==> src/hdl/ias_pkg.sv <==
// Shared types, constants and compare helpers for the index argsort block.
package ias_pkg;

  localparam int VAL_W     = 32;
  localparam int IDX_W     = 6;
  localparam int CFG_IDX_W = 1;
  localparam int CFG_W     = 1;

  localparam logic [CFG_IDX_W-1:0] REG_DESCENDING   = 1'd0;
  localparam logic [CFG_IDX_W-1:0] REG_BY_MAGNITUDE = 1'd1;

  localparam logic signed [VAL_W-1:0] KEY_MIN = {1'b1, {(VAL_W-1){1'b0}}};
  localparam logic signed [VAL_W-1:0] KEY_MAX = {1'b0, {(VAL_W-1){1'b1}}};

  typedef enum logic [2:0] {
    OP_HOLD,
    OP_LOAD,
    OP_PREP,
    OP_SORT,
    OP_SHIFT
  } cell_op_t;

  typedef struct packed {
    logic                    valid;
    logic signed [VAL_W-1:0] key;
    logic [IDX_W-1:0]        idx;
  } cell_t;

  typedef struct packed {
    cell_op_t                op;
    logic                    phase;
    logic                    descending;
    logic                    by_magnitude;
    logic [IDX_W-1:0]        ptr;
    logic signed [VAL_W-1:0] value;
  } ctl_t;

  function automatic logic signed [VAL_W-1:0] abs_sat(input logic signed [VAL_W-1:0] v);
    logic signed [VAL_W-1:0] r;
    if (v == KEY_MIN) r = KEY_MAX;
    else if (v < 0) r = -v;
    else r = v;
    return r;
  endfunction

  // true when a belongs ahead of b; equal keys order by lower index
  function automatic logic goes_before(input cell_t a, input cell_t b, input logic desc);
    logic tie;
    logic ahead;
    tie   = (a.key == b.key) && (a.idx < b.idx);
    ahead = desc ? (a.key > b.key) : (a.key < b.key);
    return ahead || tie;
  endfunction

endpackage

==> src/hdl/ias_cell.sv <==
// One sorter cell: holds a key and its index, compare-exchanges with its neighbors.
module ias_cell import ias_pkg::*; #(
  parameter int ID = 0
) (
  input  logic  clk,
  input  logic  rst,
  input  ctl_t  ctl,
  input  cell_t left_d,
  input  cell_t right_d,
  input  logic  swap_in,
  output logic  swap_out,
  output cell_t q
);

  localparam logic PAR = 1'(ID % 2);

  cell_t q_next;

  assign swap_out = (ctl.op == OP_SORT) && (PAR == ctl.phase) && q.valid && right_d.valid &&
                    goes_before(right_d, q, ctl.descending);

  always_comb begin
    q_next = q;
    case (ctl.op)
      OP_LOAD: begin
        if (ctl.ptr == IDX_W'(ID)) begin
          q_next.valid = 1'b1;
          q_next.key   = ctl.value;
          q_next.idx   = ctl.ptr;
        end
      end
      OP_PREP: begin
        if (ctl.by_magnitude) q_next.key = abs_sat(q.key);
      end
      OP_SORT: begin
        if (swap_out) q_next = right_d;
        else if (swap_in) q_next = left_d;
      end
      OP_SHIFT: q_next = right_d;
      default: ;
    endcase
  end

  always_ff @(posedge clk) begin
    if (rst) begin
      q.valid <= 1'b0;
    end else begin
      q <= q_next;
    end
  end

endmodule

==> config.mk <==
export PLATFORM = sky130hd
export DESIGN_NAME = ias_cell
export DESIGN_NICKNAME = d
export VERILOG_FILES = /design/src/hdl/ias_pkg.sv /design/src/hdl/ias_cell.sv
export SDC_FILE = /design/constraint.sdc
export NUM_CORES = 1
export LEC_CHECK = 0
export ABC_AREA = 1
export BUFFER_PORTS_ARGS = -buffer_cell sky130_fd_sc_hd__buf_2
export CAP_MARGIN = 20
export CORE_MARGIN = 2
export CORE_UTILIZATION = 57
export CTS_BUF_LIST = sky130_fd_sc_hd__clkbuf_8
export DETAILED_ROUTE_END_ITERATION = 6
export GPL_TIMING_DRIVEN = 0
export PLACE_DENSITY = 0.9
export SLEW_MARGIN = 25
export SYNTH_ARGS = -nofsm -noshare
export SYNTH_HDL_FRONTEND = slang
export SYNTH_SLANG_ARGS = --single-unit
==> constraint.sdc <==
create_clock -name clk -period 10.6 [get_ports clk]
set_clock_uncertainty 0.2 [all_clocks]
set_input_delay 2.12 -clock clk [delete_from_list [all_inputs] [get_ports clk]]
set_output_delay 2.12 -clock clk [all_outputs]
set_load 0.03 [all_outputs]
==> results of run 1 <==
how the worst min path moves through the flow:
stage / start / slack, ns / depth (start not counted) / endpoint
2_1_floorplan: q[38] / 0.52 / 4 / q[38]
3_3_place_gp: q[38] / 0.38 / 4 / q[38]
4_1_cts: q[38] / 0.42 / 4 / q[38]
6_report: q[38] / 0.42 / 4 / q[38]
3_5_place_dp: q[38] / 0.41 / 4 / q[38]
5_1_grt: q[38] / 0.49 / 4 / q[38]
per-stage QoR:
step                      instances  hold slack [ns]  total power [W]  cell area [um^2]
after floorplan                 696            0.519         0.000300              4630
after global placement          962            0.385         0.000361              5580
after detailed placement        966            0.410         0.000370              5620
after CTS                       974            0.423         0.000497              5720
after global routing            974            0.490         0.000524              5720
final                           974            0.425         0.000507              5720
power breakdown:
part           total, W  internal [W]  switching (W)
clock          0.000134     0.0000692      0.0000651
combinational  0.000179     0.0000650       0.000114
sequential     0.000193      0.000183     0.00000997
cell families after synthesis:
| group | count (synthesis) | synth area share [%] |
|---|---|---|
| and+or+nand+nor | 397 | 41.4 |
| buffers and inverters | 129 | 10.8 |
| AOI/OAI and AO/OA | 72 | 8.53 |
| DFF | 39 | 25.1 |
| adders and majority gates | 38 | 10.3 |
| xor gates and xnor gates | 21 | 3.97 |
cell type report:
cell class	instances	area [um^2]
Clock buffer	5	68.8
Tap cell	102	128
Timing Repair Buffer	168	851
Buffer	26	113
Multi-Input combinational cell	528	2980
Clock inverter	3	38.8
Fill cell	656	2080
Sequential cell	39	1160
Inverter	103	387
placed cells by master, fill, tap and decap left out, drive strengths merged:
master	netlist	layout
edfxtp	38	38
a21o	2	2
nor4	8	8
bufinv	0	1
inv	103	103
ha	38	38
nand3b	31	31
a22oi	1	1
nand2	193	193
clkbuf	18	23
nor3b	1	1
o221ai	1	1
xor2	20	20
buf	8	176
a221oi	1	1
nand4	46	46
o211ai	1	1
o21a	2	2
o21ai	41	41
a21oi	18	18
o21bai	5	5
dfxtp	1	1
nor3	8	8
clkinv	0	2
nor2	51	51
or2	1	1
nand3	57	57
xnor2	1	1
or4	1	1
worst register-to-register path: cells and delay by family (launching register included):
family                     cells  cell delay (ns)
adders and majority gates      1             0.38
buffers and inverters          3             0.58
DFF                            1             0.49
and+or+nand+nor               14             1.74
layer usage:
metal	up-vias	global-route usage (%)	share of wire, %
met5	-	0	0
met4	0	14.1	3.1
met3	57	5.30	12
met2	446	64.6	47
met1	2651	47.6	38
li1	2686	-	-
==> flow_summary.ini, run 1 <==
[floorplanning]
num_rows = 32
die_w_um = 94.2
fp.dieH_um = 94.2
core_area_um2 = 7810
io_pins = 165
start_util_pct = 59.3
die-area_um2 = 8870

[sta]
final-hold-violation-count = 0
fmax_ghz = 0.154
setup_ws_ns = 4.11
timing.final.crit_share_pct = 61.3
grt_setup_unrepaired = false
max_slew.worst_pin.slew_ns = 0.764
setup_viol = 0
finalSetupTns_ns = 0
slew_violations = 0
period_needed_ns = 6.49
relSlewSlack_pct = 48.7

[routing]
antenna_left = 0
wirelength_um = 17100
dr.pass1.iters = 7
drtIter0Drc = 580
drc_errors = 0
vias = 5840
post_drt_via_cell_ratio = 6.00
post_drt_wl_per_cell_um = 17.5

[yosys]
syn_nets = 859
synth_top_cells_by_area = edfxtp_1 25%, nand2_1 15%, ha_1 10%
synth_common_cells = 189 x nand2_1, 101 x inv_1, 56 x nand3_1, 48 x nor2_1, 45 x nand4_1
synth_top_area_share_pct = 24.6
synth-seq-area-share_pct = 25.1
synth_area_per_cell_um2 = 6.66
synth_top_flop_cell = edfxtp_1
async_flop_share_pct = 0
syn_inst = 696
yosysMostFrequentCell = nand2_1
yosysUniqueCellTypes = 39
synth_edf_count = 38
synth-seq-cells = 39
yosys.area.top_type = edfxtp_1
synth-warning-count = 0
syn-cell-area_um2 = 4630

[placement]
hpwl_um = 13200
place_ws_ns = 4.13
io_buffers = 164
gp_congestion = 1.00

[pwr]
leakagePower_nw = 2.90
powerDensity_nw_per_um2 = 88.5
ir_worst_vdd_v = 0.0000548

[critical_path]
startpoint_type = primary input
worst-path-buf-inv = 3
cp-startpoint = right_d[37]
r2r-end = q[15]
cp_num_cells = 15
cpLargestDelayFamily = simple AND/OR/NAND/NOR gates
crit_top_cell = nand2_1
critPathCapture = swap_out
cp.arrival_ns = 4.17
cp_max_fo = 6
reg2reg_slack_ns = 6.91
reg2reg_from = q[37]
r2r_cells = 18
cp-end-kind = output port
cp_slowest_cell = ha_1
critPathMaxStageDelay_ns = 0.37
critPathKind = primary input to output port
crit_chain = buf_2 > ha_1 > nand2_1 > nor2_2 > nand2_2 > nor3b_2 > nand2_1 > nand2_1 > nand2_1 > nand3_1 > nand2_1 > nand2_4 > nand2_4 > inv_1 > buf_2
critPathRequiredTime_ns = 8.28

[layout]
top_regs = q (39)
largest_reg_flops = 39
final_util_pct = 73.3
synthToLayoutAreaGrowth_pct = 23.5
fin_nets = 1034
drive_above_1_share_pct = 22.8
max_flop_register = q
antennaDiodeCount = 0

[clocking]
cts-resized-gates = 0
cts_buffers = 5
clk_pin_slew_ns = 0.09
post_cts_buffers = 0
clockBufferDepth = 2
holdBufCountCts = 0
h-tree-depth = 2
cts_tree = built
cts.sinks = 39
clk_latency_ns = 0.31
cts-root-buf = clkbuf_8

[outcome]
status = finished clean

[worst_hold_path]
hold_path_class = flop to flop

[global_routing]
antenna_found_initial = 0
grt_pass1_wl_um = 25900
track_usage_pct = 37.6
gr-total-overflow = 0
grt_pass1_vias = 5500
grt_max_degree = 13

[run]
cap_viol_max_count = 0
(Power assumes the default switching activity.)
==> inputs of run 2 (changes only) <==
Settings changed: ABC_AREA 1 to 0, CORE_UTILIZATION 57 to 51, PLACE_DENSITY 0.9 to 0.83.
Clock period 10.6 ns to 6.6 ns, I/O delays scaled along.
==> flow_summary.ini, run 2 <==
[outcome]
status = finished clean

[critical_path]
crit_chain = buf_2 > ha_1 > a21oi_1 > o21ai_0 > a21o_1 > o41ai_1 > o211ai_1 > mux2i_1 > mux2_2 > clkbuf_1 > nand2_1 > inv_1 > buf_2
worst-path-buf-inv = 4
cp_slowest_cell = o41ai_1
critPathMaxStageDelay_ns = 0.56
reg2reg_slack_ns = 1.78
cp.arrival_ns = 4.20
cp_max_fo = 7
r2r-end = q[4]
r2r_cells = 13
startpoint_type = primary input
critPathRequiredTime_ns = 5.08
cp-end-kind = output port
cpLargestDelayFamily = compound AO/OA/AOI/OAI gates
crit_top_cell = buf_2
critPathKind = primary input to output port
reg2reg_from = q[21]

[floorplanning]
die_w_um = 94.1
num_rows = 32
die-area_um2 = 8860
core_area_um2 = 7810
io_pins = 165
fp.dieH_um = 94.1
start_util_pct = 53.1

[sta]
timing.final.crit_share_pct = 86.6
period_needed_ns = 5.72
max_slew.worst_pin.slew_ns = 1.08
setup_viol = 0
setup_ws_ns = 0.883
relSlewSlack_pct = 27.1
grt_setup_unrepaired = false
final-hold-violation-count = 0
holdWs_ns = 0.308
fmax_ghz = 0.175
slew_violations = 0

[yosys]
yosys.area.top_type = edfxtp_1
syn_inst = 486
synth_area_per_cell_um2 = 8.53
syn-cell-area_um2 = 4140
syn_nets = 649
synth-seq-cells = 39
async_flop_share_pct = 0
synth_top_cells_by_area = edfxtp_1 28%, ha_1 11%, mux2i_1 7.2%
synth_common_cells = 54 x inv_1, 38 x edfxtp_1, 38 x ha_1, 35 x nor2_1, 34 x o21ai_0
synth-warning-count = 0
yosysUniqueCellTypes = 55
synth-seq-area-share_pct = 28.0
synth_top_area_share_pct = 27.5
synth_edf_count = 38
yosysMostFrequentCell = inv_1
synth_top_flop_cell = edfxtp_1

[layout]
synthToLayoutAreaGrowth_pct = 25.8
mostFrequentLayoutCells = 165 x buf_2, 55 x inv_1, 38 x ha_1, 38 x edfxtp_1, 35 x nor2_1
fillCellCount = 696
max_flop_register = q
top_regs = q (39)
fin_nets = 820
final_common_cell = buf_2
design_area_um2 = 5210
seqCellArea_um2 = 1160
antennaDiodeCount = 0
multi_input_area_um2 = 2710
drive_above_1_share_pct = 28.4
largest_reg_flops = 39

[clocking]
cts_tree = built
cts_buffers = 5
h-tree-depth = 2
clk_pin_slew_ns = 0.09
holdBufCountCts = 0
cts.sinks = 39
cts-root-buf = clkbuf_8
clockBufferDepth = 2
post_cts_buffers = 0
clk_latency_ns = 0.31
cts-resized-gates = 0

[worst_hold_path]
min-delay-start = q[38]
holdPathStages = 2
min_to = q[38]
hold_path_class = flop to flop

[placement]
placedInstanceArea_um2 = 5130
io_buffers = 162
hpwl_um = 11400
gp_congestion = 0.969
place_ws_ns = 1.00

[pwr]
power_frac_comb_pct = 33.1
pwr-share-seq_pct = 43.0
cellInternalPower_w = 0.000458
netSwitchingFraction_pct = 34.8
ir_worst_vdd_v = 0.0000749
p_total_w = 0.000703
powerDensity_nw_per_um2 = 135
clockPowerShare_pct = 23.9
leakagePower_nw = 2.30
p_sw_w = 0.000245

[global_routing]
gr-total-overflow = 0
grt_pass1_wl_um = 22100
track_usage_pct = 32.3
antenna_found_initial = 0
grt_pass1_vias = 4444
grt_max_degree = 18

[routing]
post_drt_wl_per_cell_um = 19.1
dr.pass1.iters = 6
drtIter0Drc = 410
antenna_left = 0
post_drt_via_cell_ratio = 6.14
vias = 4664
drc_errors = 0
wirelength_um = 14500

[run]
cap_viol_max_count = 0
run 2: stage by stage:
stage	instances	TNS, ns	utilization [%]
4_1_cts	760	0	66.8
2_1_floorplan	486	0	-
3_3_place_gp	750	-28.03	65.1
5_1_grt	760	0	66.8
6_report	760	0	66.8
3_5_place_dp	752	0	65.8
run 2: power by group through the flow:
| stage | Sequential, W | Combinational [W] | Clock, W |
|---|---|---|---|
| floorplan | 0.000326 | 0.000112 | 0 |
| global placement | 0.000308 | 0.000217 | 0 |
| detailed placement | 0.000308 | 0.000227 | 0 |
| CTS | 0.000302 | 0.000228 | 0.000165 |
| global route | 0.000304 | 0.000253 | 0.000173 |
| finish | 0.000302 | 0.000232 | 0.000168 |
run 2: area by class of cell:
cell class              count  share of cell area [%]
clock inverters             3                   0.216
repair buffers            164                    16.2
flip-flops and latches     39                    22.3
plain buffers              22                    1.66
multi-input cells         371                    52.0
clock buffers               5                    1.32
inverters                  54                    3.89
well taps                 102                    2.45
run 2: cell families after synthesis:
| family | after synthesis | synth area share (%) |
|---|---|---|
| AOI/OAI and AO/OA | 127 | 20.9 |
| xor gates and xnor gates | 25 | 5.28 |
| adders and majority gates | 38 | 11.5 |
| buffers and inverters | 76 | 6.97 |
| DFF | 39 | 28.0 |
| muxes | 31 | 7.52 |
| and+or+nand+nor | 150 | 19.9 |
run 2: metal layers:
metal	track usage [%]	wire length, um	up-vias
li1	-	-	2175
met1	43.4	6080	2200
met2	52.3	6800	256
met3	6.02	1320	33
met4	10.6	345	0
met5	0	0	-
run 2: worst register-to-register path, stage by stage (launching register included):
cell and delay (ns):
edfxtp_1 0.52, inv_1 0.08, ha_1 0.30, nand4_1 0.19, nor4_1 0.43, a21boi_0 0.28
o41ai_1 0.14, o211ai_1 0.13, mux2i_1 0.27, mux2_2 0.19, clkbuf_1 0.33, buf_2 0.40
nor2_1 0.15, a211oi_1 0.83
run 2: worst max-delay path by stage:
| stage | slack [ns] | cells after the start | end | startpoint |
|---|---|---|---|---|
| floorplan | 1.04 | 12 | q[10] | right_d[13] |
| global placement | -0.88 | 13 | q[20] | right_d[21] |
| detailed placement | 1.0 | 13 | swap_out | right_d[13] |
| CTS | 0.99 | 13 | swap_out | right_d[13] |
| global route | 0.84 | 13 | swap_out | right_d[17] |
| finish | 0.88 | 13 | swap_out | right_d[13] |
